**src/rtl/xst_ram.sv**
```systemverilog
// ---------------------------------------------------------------------------
// xst_ram
// Generic single write port, single read port RAM with registered read.
// ---------------------------------------------------------------------------
module xst_ram #(
    parameter int WIDTH = 8,
    parameter int DEPTH = 32
) (
    input  logic                                      clk,
    input  logic                                      we,
    input  logic [((DEPTH > 1) ? $clog2(DEPTH) : 1)-1:0] waddr,
    input  logic [WIDTH-1:0]                          wdata,
    input  logic [((DEPTH > 1) ? $clog2(DEPTH) : 1)-1:0] raddr,
    output logic [WIDTH-1:0]                          rdata
);

    logic [WIDTH-1:0] mem [DEPTH];
    logic [WIDTH-1:0] rdata_reg;

    always_ff @(posedge clk)
    begin
        if (we)
        begin
            mem[waddr] <= wdata;
        end
        rdata_reg <= mem[raddr];
    end

    assign rdata = rdata_reg;

endmodule

```
**config.mk**
```make
export PLATFORM = sky130hd
export DESIGN_NAME = xst_ram
export DESIGN_NICKNAME = d
export VERILOG_FILES = /design/src/rtl/xst_ram.sv
export SDC_FILE = /design/constraint.sdc
export NUM_CORES = 1
export LEC_CHECK = 0
export BUFFER_PORTS_ARGS = -buffer_cell sky130_fd_sc_hd__buf_2
export CELL_PAD_IN_SITES_DETAIL_PLACEMENT = 0
export CELL_PAD_IN_SITES_GLOBAL_PLACEMENT = 1
export CORE_MARGIN = 4
export CORE_UTILIZATION = 40
export CTS_BUF_LIST = sky130_fd_sc_hd__clkbuf_16
export DETAILED_ROUTE_END_ITERATION = 10
export PLACE_DENSITY_LB_ADDON = 0.25
export SLEW_MARGIN = 20
export SYNTH_ARGS = -nofsm -noshare
export SYNTH_HDL_FRONTEND = slang
export SYNTH_SLANG_ARGS = --single-unit
```
**constraint.sdc**
```tcl
create_clock -name clk -period 7 [get_ports clk]
set_clock_uncertainty 0.15 [all_clocks]
set_input_delay 1.4 -clock clk [delete_from_list [all_inputs] [get_ports clk]]
set_output_delay 1.4 -clock clk [all_outputs]
set_load 0.02 [all_outputs]
```
==> flow_summary.ini <==
[worst_setup_path]
cp_max_fo = 45
reg2reg_depth = 3
crit_type = in2reg
cp-start-kind = input port
r2r_start = mem[21][4]
required_ns = 7.26
critPathCaptureType = register
reg2reg_to = rdata[4]
ff2ff_setup_slack_ns = 5.00
crit_arrival_ns = 4.00

[layout]
diodes = 0
final_cells = 798
drive_gt1_share_pct = 32.5
syn_to_final_growth_pct = 12.4
largest_reg_flops = 256
fin_nets = 474
final_core_util_pct = 46.1
design_area_sq_um = 11300

[synthesis]
syn_inst = 417
synth_compound_area_share_pct = 0
synth_nets = 437
synth_fa_ha_area_share_pct = 0
yosys_warnings = 0
synthFlopType = edfxtp_1
synth.area.mux_share_pct = 18.8
synth_top_family_by_area = multiplexers
synth_area_sq_um = 10100
async_flop_share_pct = 0
ys_ff_latch = 264
synth_cell_types = 15
synthSimpleGateAreaFrac_pct = 2.07
synthXorXnorAreaFrac_pct = 0
syn_avg_cell_area_sq_um = 24.1
synth_edf_count = 256
ys_seq_area_share_pct = 78.1

[global_routing]
grt_pass1_wl_mm = 31.1
grt_overflow_total = 0
grt_pass1_vias = 4526
antenna_found_initial = 0
grt_max_degree = 46
track_usage_pct = 15.2

[worst_hold_path]
hold_depth = 3
holdCritPathClass = reg2reg
min_from = mem[29][0]
whs_endpoint = rdata[0]

[sta]
setup_viol = 0
fin_crit_sh_pct = 53.4
slew_headroom_pct = 25.5
min_period_ns = 3.74
hold_slack_ns = 0.744
rsz0062_at_grt = false
maxSlewViolCount = 0
hold_viol_final = 0
tightest_slew_ns = 1.11
tns_ns = 0
max_freq_ghz = 0.267

[routing]
drc = 0
antenna_left = 0
routed-via-count = 4325
viasPerCell = 5.42
firstDrtPassIters = 6
wl_per_cell_microns = 26.4
wirelength_mm = 21.1
drt_iter0_drc = 377

[power]
ir_drop_mv = 0.137
p_seq_share_pct = 54.9
p_sw_mw = 0.660
p_per_area_nw_per_um2 = 285
pwr-share-comb_pct = 5.1
p_sw_share_pct = 20.5
leakage_nw = 3.50
power.internal_mw = 2.56
clockPowerShare_pct = 40.0

[clock_tree]
cts_hold_buf = 0
cts_tree = yes
cts_sinks = 264
cts.reportedPaths.clkPinSlew_ns = 0.06
clock_latency_ns = 0.52
root_buffer = clkbuf_16
numCtsBuffers = 26
htreeDepth = 1
cts_resized = 0
clock_path_buffers = 3
post_cts_buffers = 0

[floorplan]
start_util_pct = 41.0
core_sq_um = 24500
die_x_microns = 167
die_area_sq_um = 27700
io_pins = 28
std_cell_rows = 57
die_h_microns = 167

[placed_design]
dpl-instance-area_sq_um = 10500
hpwlAfterDp_mm = 12.8
dp.cells = 750
io_buffers = 27
gp_congestion = 0.738

[outcome]
status = complete, no violations

[flow_run]
maxCapViolations = 0
## critical path, stage by stage
cell	delay (ns)
buf_4	0.68
buf_4	0.51
mux4_2	0.56
mux4_2	0.53
mux2_2	0.28
## cells in the mapped netlist (2+ instances only)
cell type | n | share of area, %
nand3_1 | 2 | 0.10
nand3b_1 | 5 | 0.37
buf_4 | 6 | 0.45
buf_1 | 6 | 0.22
edfxtp_1 | 256 | 76
clkbuf_1 | 6 | 0.22
mux4_2 | 80 | 18
dfxtp_1 | 8 | 1.6
or3b_2 | 3 | 0.26
mux2_2 | 8 | 0.90
nor2_1 | 33 | 1.2
## cell families after synthesis
group                  after synthesis
muxes                               88
buffers and inverters               20
and+or+nand+nor                     45
DFF                                264
## placed cells by master (no fill, tap or decap), types with 2 or more instances in the layout
master / instances
buf_4: 3
buf_2: 26
nand3b_1: 5
inv_1: 8
mux2_2: 8
edfxtp_1: 256
dfxtp_1: 8
or3b_2: 3
mux4_2: 80
clkinv_1: 6
clkinv_2: 4
clkbuf_16: 27
nand3_1: 2
nor2_1: 33
## per-layer routing
| metal | GRT usage, % | share of wire [%] | up-vias |
|---|---|---|---|
| li1 | - | - | 1853 |
| met5 | 0 | 0 | - |
| met2 | 23.8 | 48 | 112 |
| met3 | 2.87 | 5.1 | 24 |
| met1 | 22.6 | 46 | 2336 |
| met4 | 3.38 | 1.4 | 0 |
## cell type report
class	count	area [sq um]
sequential	264	7850
timing repair buffer	29	153
fill	2039	13200
clock buffer	27	676
clock inverter	21	119
tap	324	405
multi-input combinational	133	2100
## worst max path at each step
stage,startpoint,endpoint
detailed placement,raddr[0],rdata[6]
finish,raddr[0],rdata[6]
global placement,raddr[0],rdata[6]
floorplan,raddr[2],rdata[0]
global route,raddr[0],rdata[6]
CTS,raddr[0],rdata[6]
## power by group through the flow
stage	sequential [mW]	clock (mW)	combinational, mW
2_1_floorplan	1.80	0	0.0936
3_5_place_dp	1.80	0	0.168
4_1_cts	1.77	1.31	0.168
6_report	1.77	1.29	0.164
3_3_place_gp	1.80	0	0.165
5_1_grt	1.77	1.39	0.177
## through the flow
stage	total power, mW	worst slack (ns)
floorplan	1.90	3.65
global placement	1.96	2.65
detailed placement	1.97	2.62
CTS	3.25	3.17
global route	3.33	3.05
finish	3.22	3.26
Power figures use the tool's default switching activity.
